<file path="config.mk">
export PLATFORM = sky130hd
export DESIGN_NAME = lzssmf_ram
export DESIGN_NICKNAME = d
export VERILOG_FILES = /design/src/hdl/lzssmf_ram.sv
export SDC_FILE = /design/constraint.sdc
export NUM_CORES = 2
export LEC_CHECK = 0
export BUFFER_PORTS_ARGS = -buffer_cell sky130_fd_sc_hd__buf_2
export CORE_MARGIN = 2
export CORE_UTILIZATION = 30
export DETAILED_ROUTE_END_ITERATION = 8
export PLACE_DENSITY_LB_ADDON = 0.2
export SYNTH_ARGS = -nofsm -noshare
export SYNTH_HDL_FRONTEND = slang
export SYNTH_SLANG_ARGS = --single-unit
</file>
<file path="constraint.sdc">
create_clock -name clk -period 2.37 [get_ports clk]
set_input_delay 0 -clock clk [delete_from_list [all_inputs] [get_ports clk]]
set_output_delay 0 -clock clk [all_outputs]
set_load 0.01 [all_outputs]
</file>
<file path="src/hdl/lzssmf_ram.sv">
// Generic single-port-write, single-port-read RAM with registered read data.
// Stand-alone; no package needed.
`default_nettype none

module lzssmf_ram #(
    parameter int WIDTH = 8,
    parameter int DEPTH = 256
) (
    input  logic                     clk,
    input  logic                     we,
    input  logic [$clog2(DEPTH)-1:0] waddr,
    input  logic [WIDTH-1:0]         wdata,
    input  logic [$clog2(DEPTH)-1:0] raddr,
    output logic [WIDTH-1:0]         rdata
);

    logic [WIDTH-1:0] mem [DEPTH];
    logic [WIDTH-1:0] rdata_reg;

    always_ff @(posedge clk)
    begin
        if (we)
        begin
            mem[waddr] <= wdata;
        end
        rdata_reg <= mem[raddr];
    end

    assign rdata = rdata_reg;

endmodule

`default_nettype wire

</file>
==> impl_metrics.tcl <==
set metrics [dict create \
    outcome "finished with violations" \
    failed_checks "setup timing" \
    synth_edf_count 2048 \
    die_h_microns 519 \
    crit_family "simple AND/OR/NAND/NOR gates" \
    path_cells "mux4_2 -> a22o_1 -> a221oi_2 -> buf_4 -> o32ai_4 -> nor3_4 -> nor4_2" \
    fmax_ghz 0.420 \
    grt_usage 0.167 \
    whs_path_depth 4 \
    synth_nets 3759 \
    avgSynthCellArea_sq_um 21.3 \
    power_w 0.0767 \
    startpoint_type "register" \
    cap_violations 0 \
    worstPathArrival_ns 3.09 \
    clk_latency_ns 0.85 \
    rr_worst_depth 7 \
    synth.top_cell.area_share 0.773 \
    firstDrtPassIters 6 \
    root_buffer "clkbuf_16" \
    dieArea_sq_mm 0.269 \
    wirelength_microns 227000 \
    grt_remaining_overflow 0 \
    wire_per_inst_microns 27.6 \
    cts_setup_buffers 0 \
    yosysSeqAreaShare 0.775 \
    row_count 189 \
    peakVddDrop_mv 0.593 \
    cp.required_ns 3.07 \
    antenna_left 0 \
    drt_iter0_markers 4079 \
    power.leakage_nw 30.9 \
    power_density_mw_per_mm2 795 \
    synth_cell_type_count 55 \
    synthTopCellsByArea "edfxtp_1 77%, mux4_2 13%, mux2i_1 1.7%, nor2_1 1.3%, a22oi_1 1.3%" \
    relSlewSlack 0.366 \
    yosysTopAreaCell "edfxtp_1" \
    fin_nets 4534 \
    final_cells 8227 \
    cts_buffers 215 \
    maxSlewViolCount 0 \
    grt_pass1_vias 42300 \
    synth-seq-cells 2056 \
    layout_setup_ws_ns -0.0136 \
    routabilityCongestion 0.787 \
    cts_buffer_depth 3 \
    ios 34 \
    placedCellCount 7806 \
    r2r-start "mem[83][5]" \
    rsz0062_at_grt "true" \
    cp-end-kind "register" \
    start_util 0.301 \
    grt_pass1_wl_microns 324000 \
    port_buffers 33 \
    clk_pin_slew_worst_paths_ns 0.06 \
    hold-path-endpoint "mem[251][1]" \
    max_stage_delay_ns 0.52 \
    die_x_microns 519 \
    min_from "waddr[5]" \
    finalClockSkew_ns 0.0317 \
    cp_slowest_cell "nor3_4" \
    grt_max_degree 97 \
    largest_reg_flops 2048 \
    syn_inst 3733 \
    tns_ns -0.0136 \
    layout_common_cells "2048 x edfxtp_1, 664 x buf_4, 455 x mux4_2" \
    finalCritPeriodShare 1.01 \
    syn_to_final_growth_pct 21.3 \
    final.min_clock_period_ns 2.38 \
    async_flop_share 0 \
    dp_hpwl_microns 148000 \
    cts_tree "done" \
    drc 0 \
    drive_above_1_share 0.337 \
    timing.rr.end "rdata[5]" \
    antenna_found_initial 15 \
    yosysWarnings 0 \
    setup_violations 1 \
    r2r_setup_slack_ns -0.01 \
    num_vias 40800 \
    final_common_cell "edfxtp_1" \
    vias_per_cell 4.95 \
    hold_path_class "input pin to register" \
    final_hold_viol_count 0 \
    synthFlopType "edfxtp_1" \
    core_sq_mm 0.264 \
    cts.sinks 2056 \
    worst_pin_slew_ns 0.951 \
    crit_path_max_fanout 1 \
    crit_type "register to register" \
    synth_area_sq_mm 0.0796 \
    h-tree-depth 4 \
    critPathBufInv 1 \
]
## stage by stage
step	setup WS (ns)	hold WS [ns]	area, sq um	util
2_1_floorplan	0.432	0.0989	79600	-
3_3_place_gp	-1.32	0.481	89400	0.338
3_5_place_dp	-1.10	0.489	89400	0.338
4_1_cts	-0.0778	0.00305	96400	0.365
5_1_grt	-0.0651	0.0481	96500	0.365
6_report	-0.0136	0.0847	96500	0.365
## routing by layer
metal	up-vias	global-route usage	part of all wire
li1	17300	-	-
met1	22100	0.240	0.45
met2	1108	0.270	0.48
met3	254	0.0247	0.047
met4	4	0.0350	0.019
met5	-	0	0.0012
## kinds of logic (layout without fill, tap and decap cells)
logic type | count (synthesis) | after routing | share of synthesized area
AOI/OAI and AO/OA | 385 | 385 | 0.0342
buffers and inverters | 235 | 1193 | 0.0183
DFF | 2056 | 2056 | 0.775
muxes | 591 | 591 | 0.146
other | 0 | 3 | 0
and+or+nand+nor | 466 | 466 | 0.0263
## cell type report
| class | count | area [sq um] |
|---|---|---|
| timing repair buffer | 791 | 6980 |
| inverter | 2 | 7.51 |
| sequential | 2056 | 61700 |
| multi-input combinational | 1442 | 16700 |
| clock inverter | 123 | 906 |
| clock buffer | 277 | 5760 |
| antenna | 3 | 7.51 |
| tap | 3533 | 4420 |
| fill | 24500 | 168000 |
## report_power, final
part	internal [W]	switching [W]	total [W]	leakage [nW]
registers	0.0401	0.0000910	0.0402	18.5
clock network	0.0179	0.0142	0.0321	3.25
logic	0.00178	0.00269	0.00447	9.17
## worst reg2reg max path, stage by stage (launching register included)
cell and delay [ns]:
edfxtp_1 0.36, mux4_2 0.48, a22o_1 0.27, a221oi_2 0.21, buf_4 0.20, o32ai_4 0.10, nor3_4 0.52, nor4_2 0.11
## repair_timing
item / 4_1_cts / 5_1_grt
hold buffers: 18 / 0
pin swaps: 9 / 6
setup endpoints to repair: 7 / 6
hold endpoints to repair: 2095 / 0
resized for setup: 23 / 8
## cell usage after synthesis (all sizes together) (27+ instances only)
| cell type | count |
|---|---|
| nor4 | 27 |
| o22ai | 28 |
| mux2i | 134 |
| nor2b | 31 |
| edfxtp | 2048 |
| nor2 | 282 |
| nand2 | 33 |
| nand3 | 34 |
| clkbuf | 111 |
| a22oi | 133 |
| a21oi | 96 |
| o221ai | 47 |
| buf | 122 |
| mux4 | 456 |
## how the worst max path moves through the flow
stage / from / to / slack (ns) / depth (start not counted)
global route: mem[83][5] / rdata[5] / -0.07 / 7
detailed placement: raddr[0] / rdata[1] / -1.10 / 12
finish: mem[83][5] / rdata[5] / -0.01 / 7
CTS: mem[139][1] / rdata[1] / -0.08 / 7
global placement: raddr[0] / rdata[5] / -1.32 / 9
floorplan: raddr[0] / rdata[2] / 0.43 / 9
No activity file was read; power rests on OpenSTA's default activity.
