$ cat src/hdl/lzssmf_pkg.sv
// Package for the LZSS window match finder: sizes, request and result types,
// and the control group that drives the compare chain. Depends on nothing.
`default_nettype none

package lzssmf_pkg;

    localparam int WINDOW    = 4096;
    localparam int MAX_MATCH = 18;
    localparam int RING      = WINDOW + MAX_MATCH + 1;

    // Reads per search: the lookahead bytes, then one window pass plus the wrap.
    localparam int NREADS = WINDOW + 2 * MAX_MATCH - 1;

    localparam int PTR_W = $clog2(RING);
    localparam int IDX_W = $clog2(WINDOW);
    localparam int OFS_W = 12;
    localparam int LEN_W = 5;
    localparam int AVL_W = $clog2(MAX_MATCH + 2);
    localparam int RD_W  = $clog2(NREADS);

    typedef struct packed {
        logic [7:0] data_byte;
        logic       is_last;
    } item_t;

    typedef struct packed {
        logic [OFS_W-1:0] match_offset;
        logic [LEN_W-1:0] match_length;
        logic             last_result;
    } result_t;

    typedef struct packed {
        logic             shift_la;
        logic             shift_win;
        logic             cand_valid;
        logic             cand_last;
        logic [IDX_W-1:0] cand_start;
    } chain_ctl_t;

    typedef struct packed {
        logic             valid;
        logic             last;
        logic [IDX_W-1:0] start;
        logic [LEN_W-1:0] length;
    } cand_t;

endpackage

`default_nettype wire

$ cat src/hdl/lzssmf_cell.sv
// One compare cell: holds a lookahead byte and a window byte, each shifted in
// from its neighbor, and flags when they are equal. Uses nothing else.
`default_nettype none

module lzssmf_cell (
    input  logic       clk,
    input  logic       shift_la,
    input  logic       shift_win,
    input  logic [7:0] la_in,
    input  logic [7:0] win_in,
    output logic [7:0] la_out,
    output logic [7:0] win_out,
    output logic       hit
);

    logic [7:0] la_reg;
    logic [7:0] win_reg;

    always_ff @(posedge clk)
    begin
        if (shift_la)
        begin
            la_reg <= la_in;
        end
        if (shift_win)
        begin
            win_reg <= win_in;
        end
    end

    assign la_out  = la_reg;
    assign win_out = win_reg;
    assign hit     = (la_reg == win_reg);

endmodule

`default_nettype wire

$ cat src/hdl/lzssmf_chain.sv
// Row of compare cells plus the match-length encoder for one candidate start.
// Depends on lzssmf_pkg and lzssmf_cell.
`default_nettype none

module lzssmf_chain (
    input  logic                         clk,
    input  logic                         rst_n,
    input  lzssmf_pkg::chain_ctl_t       ctl,
    input  logic [lzssmf_pkg::LEN_W-1:0] lim,
    input  logic [7:0]                   din,
    output lzssmf_pkg::cand_t            res
);

    import lzssmf_pkg::*;

    logic [7:0]           la_q  [MAX_MATCH];
    logic [7:0]           win_q [MAX_MATCH];
    logic [MAX_MATCH-1:0] hit;

    logic             st_valid_reg;
    logic             st_last_reg;
    logic [IDX_W-1:0] st_start_reg;
    logic             res_valid_reg;
    logic             res_last_reg;
    logic [IDX_W-1:0] res_start_reg;
    logic [LEN_W-1:0] res_len_reg;
    logic [LEN_W-1:0] run_len;

    // New bytes enter the top cell, one step a cycle toward cell 0 while shifting.
    genvar k;
    generate
        for (k = 0; k < MAX_MATCH; k++)
        begin : g_cell
            if (k == MAX_MATCH - 1)
            begin : g_top
                lzssmf_cell u_cell (
                    .clk      (clk),
                    .shift_la (ctl.shift_la),
                    .shift_win(ctl.shift_win),
                    .la_in    (din),
                    .win_in   (din),
                    .la_out   (la_q[k]),
                    .win_out  (win_q[k]),
                    .hit      (hit[k])
                );
            end
            else
            begin : g_mid
                lzssmf_cell u_cell (
                    .clk      (clk),
                    .shift_la (ctl.shift_la),
                    .shift_win(ctl.shift_win),
                    .la_in    (la_q[k+1]),
                    .win_in   (win_q[k+1]),
                    .la_out   (la_q[k]),
                    .win_out  (win_q[k]),
                    .hit      (hit[k])
                );
            end
        end
    endgenerate

    // Length is the position of the first mismatch, with cells past the
    // usable lookahead counted as mismatches.
    always_comb
    begin
        run_len = LEN_W'(MAX_MATCH);
        for (int i = MAX_MATCH - 1; i >= 0; i--)
        begin
            if (!(hit[i] && (LEN_W'(i) < lim)))
            begin
                run_len = LEN_W'(i);
            end
        end
    end

    always_ff @(posedge clk or negedge rst_n)
    begin
        if (!rst_n)
        begin
            st_valid_reg  <= 1'b0;
            st_last_reg   <= 1'b0;
            res_valid_reg <= 1'b0;
            res_last_reg  <= 1'b0;
        end
        else
        begin
            st_valid_reg  <= ctl.cand_valid;
            st_last_reg   <= ctl.cand_valid & ctl.cand_last;
            res_valid_reg <= st_valid_reg;
            res_last_reg  <= st_last_reg;
        end
    end

    always_ff @(posedge clk)
    begin
        st_start_reg  <= ctl.cand_start;
        res_start_reg <= st_start_reg;
        res_len_reg   <= run_len;
    end

    assign res.valid  = res_valid_reg;
    assign res.last   = res_last_reg;
    assign res.start  = res_start_reg;
    assign res.length = res_len_reg;

endmodule

`default_nettype wire

$ cat config.mk
export PLATFORM = sky130hd
export DESIGN_NAME = lzssmf_chain
export DESIGN_NICKNAME = d
export VERILOG_FILES = /design/src/hdl/lzssmf_pkg.sv /design/src/hdl/lzssmf_cell.sv /design/src/hdl/lzssmf_chain.sv
export SDC_FILE = /design/constraint.sdc
export NUM_CORES = 1
export LEC_CHECK = 0
export ABC_CLOCK_PERIOD_IN_PS = 2170
export BUFFER_PORTS_ARGS = -buffer_cell sky130_fd_sc_hd__buf_2
export CAP_MARGIN = 20
export CORE_MARGIN = 2
export CORE_UTILIZATION = 45
export CTS_CLUSTER_DIAMETER = 100
export DETAILED_ROUTE_END_ITERATION = 12
export PLACE_DENSITY = 0.67
export RECOVER_POWER = 25
export SETUP_SLACK_MARGIN = 0.4
export SYNTH_ARGS = -nofsm -noshare
export SYNTH_HDL_FRONTEND = slang
export SYNTH_SLANG_ARGS = --single-unit
export TNS_END_PERCENT = 1
$ cat constraint.sdc
create_clock -name clk -period 2.17 [get_ports clk]
set_input_delay 0.217 -clock clk [delete_from_list [all_inputs] [get_ports clk]]
set_output_delay 0.217 -clock clk [all_outputs]
set_load 0.005 [all_outputs]
==> impl_metrics.toml, run 1 <==
[power]
p_total_w = 0.0131
power.switching_w = 0.00268
ir_drop_v = 0.000687
combPwrFrac_pct = 4.6
seqPwrFrac_pct = 56.3
p_per_area_nw_per_um2 = 978
p_sw_share_pct = 20.4
clockPowerShare_pct = 39.1
leakagePower_nw = 4.46
internal_power_w = 0.0104

[placement]
dpl_worst_slack_ns = 0.0258
dp_hpwl_um = 12600
routabilityCongestion = 0.822
io_buffers = 49

[detailed_routing]
via_per_inst = 4.95
drt-initial-drc-count = 363
postRouteAntennaNets = 0
drc = 0
routed_wl_um = 19300
wl_per_cell_um = 18.4
vias = 5207
drt_first_pass_iters = 5

[synthesis]
synth_compound_area_share_pct = 1.88
ys_types = 42
synthAdderAreaFrac_pct = 0
async_reset_ff_share_pct = 1.25
synth_flop_cell = "edfxtp_1"
synth.area.top_cells = "edfxtp_1 76%, xnor2_1 10%, dfxtp_1 5.1%"
synth_xor_area_share_pct = 11.1
ys_seq_area_share_pct = 82.3
netlist_instances = 587
synth_edf_count = 288
synth_area_per_cell_um2 = 19.3
yosysTopAreaCell = "edfxtp_1"
synth.top_cell.area_share_pct = 76.3
synth-simple-area-share_pct = 4.17
ys_warn_count = 0
synth.area.mux_share_pct = 0
synth_nets = 618
synth_top_family_by_area = "XOR/XNOR gates"
ys_seq_elements = 321
syn_area_um2 = 11300

[cts]
cts.sinks = 321
root_buffer = "clkbuf_16"
h-tree-depth = 1
cts_tree = "yes"
clk_pin_slew_worst_paths_ns = 0.06
clockBufferDepth = 3
worst_skew_pair.late_latency_ns = 0.55
numCtsBuffers = 31

[sta]
rsz0062_at_grt = "true"
fmax_ghz = 0.501
fin_worst_skew_ns = 0.0121
relSlewSlack_pct = -8.65
tns_ns = 0
drv_slew = 34
setup_viol = 0
setup_ws_ns = 0.173
tightest_slew_ns = 1.63
hold_violations = 0
period_minus_slack_ns = 2.00
finalCritPeriodShare_pct = 92.0

[critical_path]
r2r_start = "g_cell[11].g_mid.u_cell.win_out[7]"
ff2ff_path_depth = 8
required_ns = 2.61
cp.arrival_ns = 2.44
worstPathMaxFanout = 2
worst-setup-path-type = "flip-flop to flip-flop"
endpoint_kind = "flip-flop"
reg2reg_slack_ns = 0.17
start_kind = "flip-flop"
crit_start = "g_cell[11].g_mid.u_cell.win_out[7]"
reg2reg_to = "res_len_reg[0]"

[cells_and_area]
final_common_cell = "edfxtp_1"
fillers = 1989
nets = 728
n_antenna_cell = 0
syn_to_final_growth_pct = 18.1
drive_gt1_share_pct = 16.8
final_cell_mix = "288 x edfxtp_1, 123 x xnor2_1, 42 x buf_2"
fin_util_pct = 53.6
multi_input_area_um2 = 2080
seq_area_um2 = 9330

[global_routing]
grt_util_all_layers_pct = 15.0
grt_first_pass_wirelength_um = 30100
first_global_vias = 5400
antenna_found_initial = 0
grt_overflow = 0
grt_max_degree = 51

[floorplanning]
die_h_um = 163
core_area_um2 = 25000
initial_core_util_pct = 45.4
boundaryPins = 50
die_w_um = 163
die_area_um2 = 26500
row_count = 58

[hold_path]
holdPathStages = 5
worst_hold_path_type = "input port to flip-flop"
hold_end = "res_len_reg[1]"
holdCritStartpoint = "lim[1]"

[status]
status = "finished with violations"
violations = "capacitance limit, slew limit"

[run]
cap_violations = 1
[Yosys cell counts (all sizes together), types with 2 or more instances]
library cell and n:
a21oi 10, a311oi 2, a31oi 2, buf 6, dfrtp 4, dfxtp 29
edfxtp 288, inv 4, nand2 14, nand3 6, nand4 29, nor2 7
nor3 14, nor4 3, o21ai 5, or2 2, or3 3, xnor2 132
xor2 12
[routing by layer]
metal / up-vias / track usage [%] / wire (um)
met5: - / 0 / 0
met4: 0 / 5.27 / 550
met3: 41 / 2.62 / 794
met2: 115 / 27.5 / 10600
met1: 2609 / 17.8 / 7370
li1: 2442 / - / -
[metrics by stage]
stage	hold WS [ns]	cell area, um^2	std cells
CTS	0.0615	13400	1051
global route	0.281	13400	1051
finish	0.249	13400	1051
global placement	0.0224	12100	968
detailed placement	0.0235	12100	968
floorplan	-0.0786	11300	587
[critical path, stage by stage (launching register included)]
cell	delay [ns]
edfxtp_1	0.44
xnor2_2	0.21
nand3_1	0.14
nor4_1	0.32
buf_4	0.17
nand2_2	0.05
a311oi_2	0.24
o21ai_1	0.13
a22o_1	0.19
[cell families after synthesis]
| logic type | count (synthesis) |
|---|---|
| AND/OR/NAND/NOR | 83 |
| buffers and inverters | 10 |
| XOR/XNOR | 144 |
| AO/OA/AOI/OAI | 29 |
| flip-flops | 321 |
[worst max-delay path by stage]
stage / endpoint / slack, ns
global placement: res_len_reg[0] / 0.05
floorplan: res_len_reg[0] / 0.46
finish: res_len_reg[0] / 0.17
CTS: res_len_reg[0] / 0.22
global route: res_len_reg[0] / 0.09
detailed placement: res_len_reg[0] / 0.03
[cell type report]
cell class	instances	area share, %
Clock buffer	44	6.16
Clock inverter	13	1.07
Inverter	4	0.112
Multi-Input combinational cell	256	15.5
Sequential cell	321	69.7
Tap cell	330	3.08
Timing Repair Buffer	83	4.39
[power by group through the flow]
stage                     Clock (W)  Sequential [W]  Combinational [W]
final                       0.00512         0.00737           0.000602
after global routing        0.00548         0.00741           0.000657
after CTS                   0.00524         0.00737           0.000613
after detailed placement          0         0.00750           0.000562
after global placement            0         0.00746           0.000560
after floorplan                   0         0.00743           0.000295
[what timing repair did]
| action | 4_1_cts | 5_1_grt |
|---|---|---|
| buffers inserted | 2 | 0 |
| gates resized for setup | 17 | 5 |
| endpoints found under the hold margin | 34 | 0 |
| endpoints found under the setup margin | 5 | 5 |
| hold buffers | 24 | 0 |
| pin swaps | 8 | 6 |
Note: power is estimated with default switching activity, not from simulation.
==> run 2: changes to the inputs <==
ABC_AREA = 1   (was not set)
==> impl_metrics.toml, run 2 <==
[placement]
dp_hpwl_um = 14000
routabilityCongestion = 0.937
io_buffers = 49

[detailed_routing]
vias = 6396
drt_first_pass_iters = 5
drt-initial-drc-count = 438
wl_per_cell_um = 16.0
postRouteAntennaNets = 0
via_per_inst = 4.95
drc = 0
routed_wl_um = 20700

[synthesis]
ys_warn_count = 0
ys_seq_elements = 321
synth.area.top_cells = "edfxtp_1 73%, dfxtp_1 4.9%, nand2_1 3.5%"
ys_seq_area_share_pct = 78.3
syn_area_um2 = 11900
synth_flop_cell = "edfxtp_1"
ys_types = 43
yosysMostFrequentCell = "edfxtp_1"
netlist_instances = 806
async_reset_ff_share_pct = 1.25
synth_area_per_cell_um2 = 14.8
synth.top_cell.area_share_pct = 72.6
yosysTopAreaCell = "edfxtp_1"
synthTopCellsByCount = "288 x edfxtp_1, 111 x nand2_1, 97 x inv_1, 61 x nor2_1, 45 x xor2_1"
synth_nets = 837
synth_edf_count = 288

[sta]
relSlewSlack_pct = 6.43
tightest_slew_ns = 1.40
rsz0062_at_grt = "true"
finalCritPeriodShare_pct = 96.5
fin_worst_skew_ns = 0.00684
drv_slew = 0
period_minus_slack_ns = 2.10
hold_violations = 0
setup_viol = 0
fmax_ghz = 0.477
hold_slack_ns = 0.0809

[cts]
clk_pin_slew_worst_paths_ns = 0.06
root_buffer = "clkbuf_16"
numCtsBuffers = 35
h-tree-depth = 2
worst_skew_pair.late_latency_ns = 0.49
clockBufferDepth = 3
cts_tree = "yes"
cts.sinks = 321

[critical_path]
slowest_delay_ns = 0.40
worst-setup-path-type = "flip-flop to flip-flop"
cp_cell_sequence = "or2_1 > a22oi_2 > nand3b_1 > nor3_1 > buf_4 > nand2_1 > a21oi_1 > nor2_1 > o21bai_1 > a31oi_1"
endpoint_kind = "flip-flop"
cp.arrival_ns = 2.44
cp_slowest_cell = "edfxtp_1"
worstPathMaxFanout = 3
ff2ff_path_depth = 10
start_kind = "flip-flop"
reg2reg_slack_ns = 0.07
required_ns = 2.52

[global_routing]
antenna_found_initial = 0
grt_first_pass_wirelength_um = 32000
first_global_vias = 6519
grt_max_degree = 48
grt_util_all_layers_pct = 14.8
grt_overflow = 0

[power]
leakagePower_nw = 5.42
p_per_area_nw_per_um2 = 966
p_total_w = 0.0137
ir_drop_v = 0.000821

[cells_and_area]
final_common_cell = "edfxtp_1"
final_cell_mix = "288 x edfxtp_1, 110 x nand2_1, 96 x inv_1"
nets = 964
syn_to_final_growth_pct = 19.2
n_antenna_cell = 0
fin_util_pct = 54.5
drive_gt1_share_pct = 15.7

[run]
cap_violations = 0

[floorplanning]
core_area_um2 = 26100
die_area_um2 = 27800
row_count = 59
die_h_um = 167
die_w_um = 167
boundaryPins = 50
initial_core_util_pct = 45.7

[hold_path]
worst_hold_path_type = "input port to asynchronous set/reset pin"

[status]
status = "complete, no violations"
run 2: cell count changes in the layout (fill, tap and decap cells not counted), sizes merged, moves of 16 or more:
| cell | delta |
|---|---|
| inv | +95 |
| nand2 | +97 |
| nand4 | -16 |
| nor2 | +60 |
| xnor2 | -101 |
| xor2 | +33 |
run 2: worst max-delay path: cells and delay by family (launching register included):
| kind | cells | cell delay, ns |
|---|---|---|
| AOI/OAI and AO/OA | 4 | 0.70 |
| and+or+nand+nor | 5 | 0.69 |
| DFF | 1 | 0.40 |
| buffers and inverters | 1 | 0.16 |
run 2: worst paths after layout:
kind,startpoint,to
hold / removal,rst_n,res_valid_reg
min in group clk,lim[0],res_len_reg[0]
setup reg to reg,g_cell[14].g_mid.u_cell.win_out[7],res_len_reg[1]
setup / recovery,g_cell[14].g_mid.u_cell.win_out[7],res_len_reg[1]
max in group asynchronous,rst_n,res_last_reg
hold reg to reg,st_start_reg[10],res_start_reg[10]
run 2: cell type report:
cell class                      instances  area, um^2
Timing Repair Buffer                   92         698
Sequential cell                       321        9330
Clock buffer                           50         975
Inverter                               99         372
Clock inverter                         12         130
Tap cell                              335         419
Fill cell                            2081       11800
Multi-Input combinational cell        384        2290
run 2: cell families (layout without fill, tap and decap cells):
| logic type | Yosys count | after routing | share of synthesized area (%) |
|---|---|---|---|
| AOI/OAI and AO/OA | 53 | 53 | 3.12 |
| xor gates and xnor gates | 76 | 76 | 5.58 |
| buffers and inverters | 101 | 253 | 3.24 |
| DFF | 321 | 321 | 78.3 |
| and+or+nand+nor | 255 | 255 | 9.78 |
run 2: routing by layer:
layer | track usage [%] | share of wire [%]
met3 | 3.68 | 5.8
met1 | 16.2 | 37
met5 | 0 | 0
met2 | 28.4 | 55
met4 | 4.09 | 1.9
run 2: report_power, final:
group	total (W)	switching [W]	internal, W
clock network	0.00570	0.00222	0.00348
registers	0.00735	0.000203	0.00715
logic	0.000682	0.000404	0.000278
total	0.0137	0.00283	0.0109
run 2: stage by stage:
step	setup WS [ns]	std cells	area [um^2]	TNS [ns]
after detailed placement	0.101	1205	12800	0
after CTS	0.140	1292	14200	0
final	0.0750	1293	14200	0
after floorplan	0.413	806	11900	0
after global placement	0.125	1205	12800	0
after global routing	-0.0371	1293	14200	-0.0371
run 2: repair_timing:
action,in CTS,in global routing
endpoints found under the setup margin,5,5
gates resized for setup,6,10
setup buffers,2,1
hold buffers,23,0
hold endpoints to repair,34,0
pin swaps,2,6
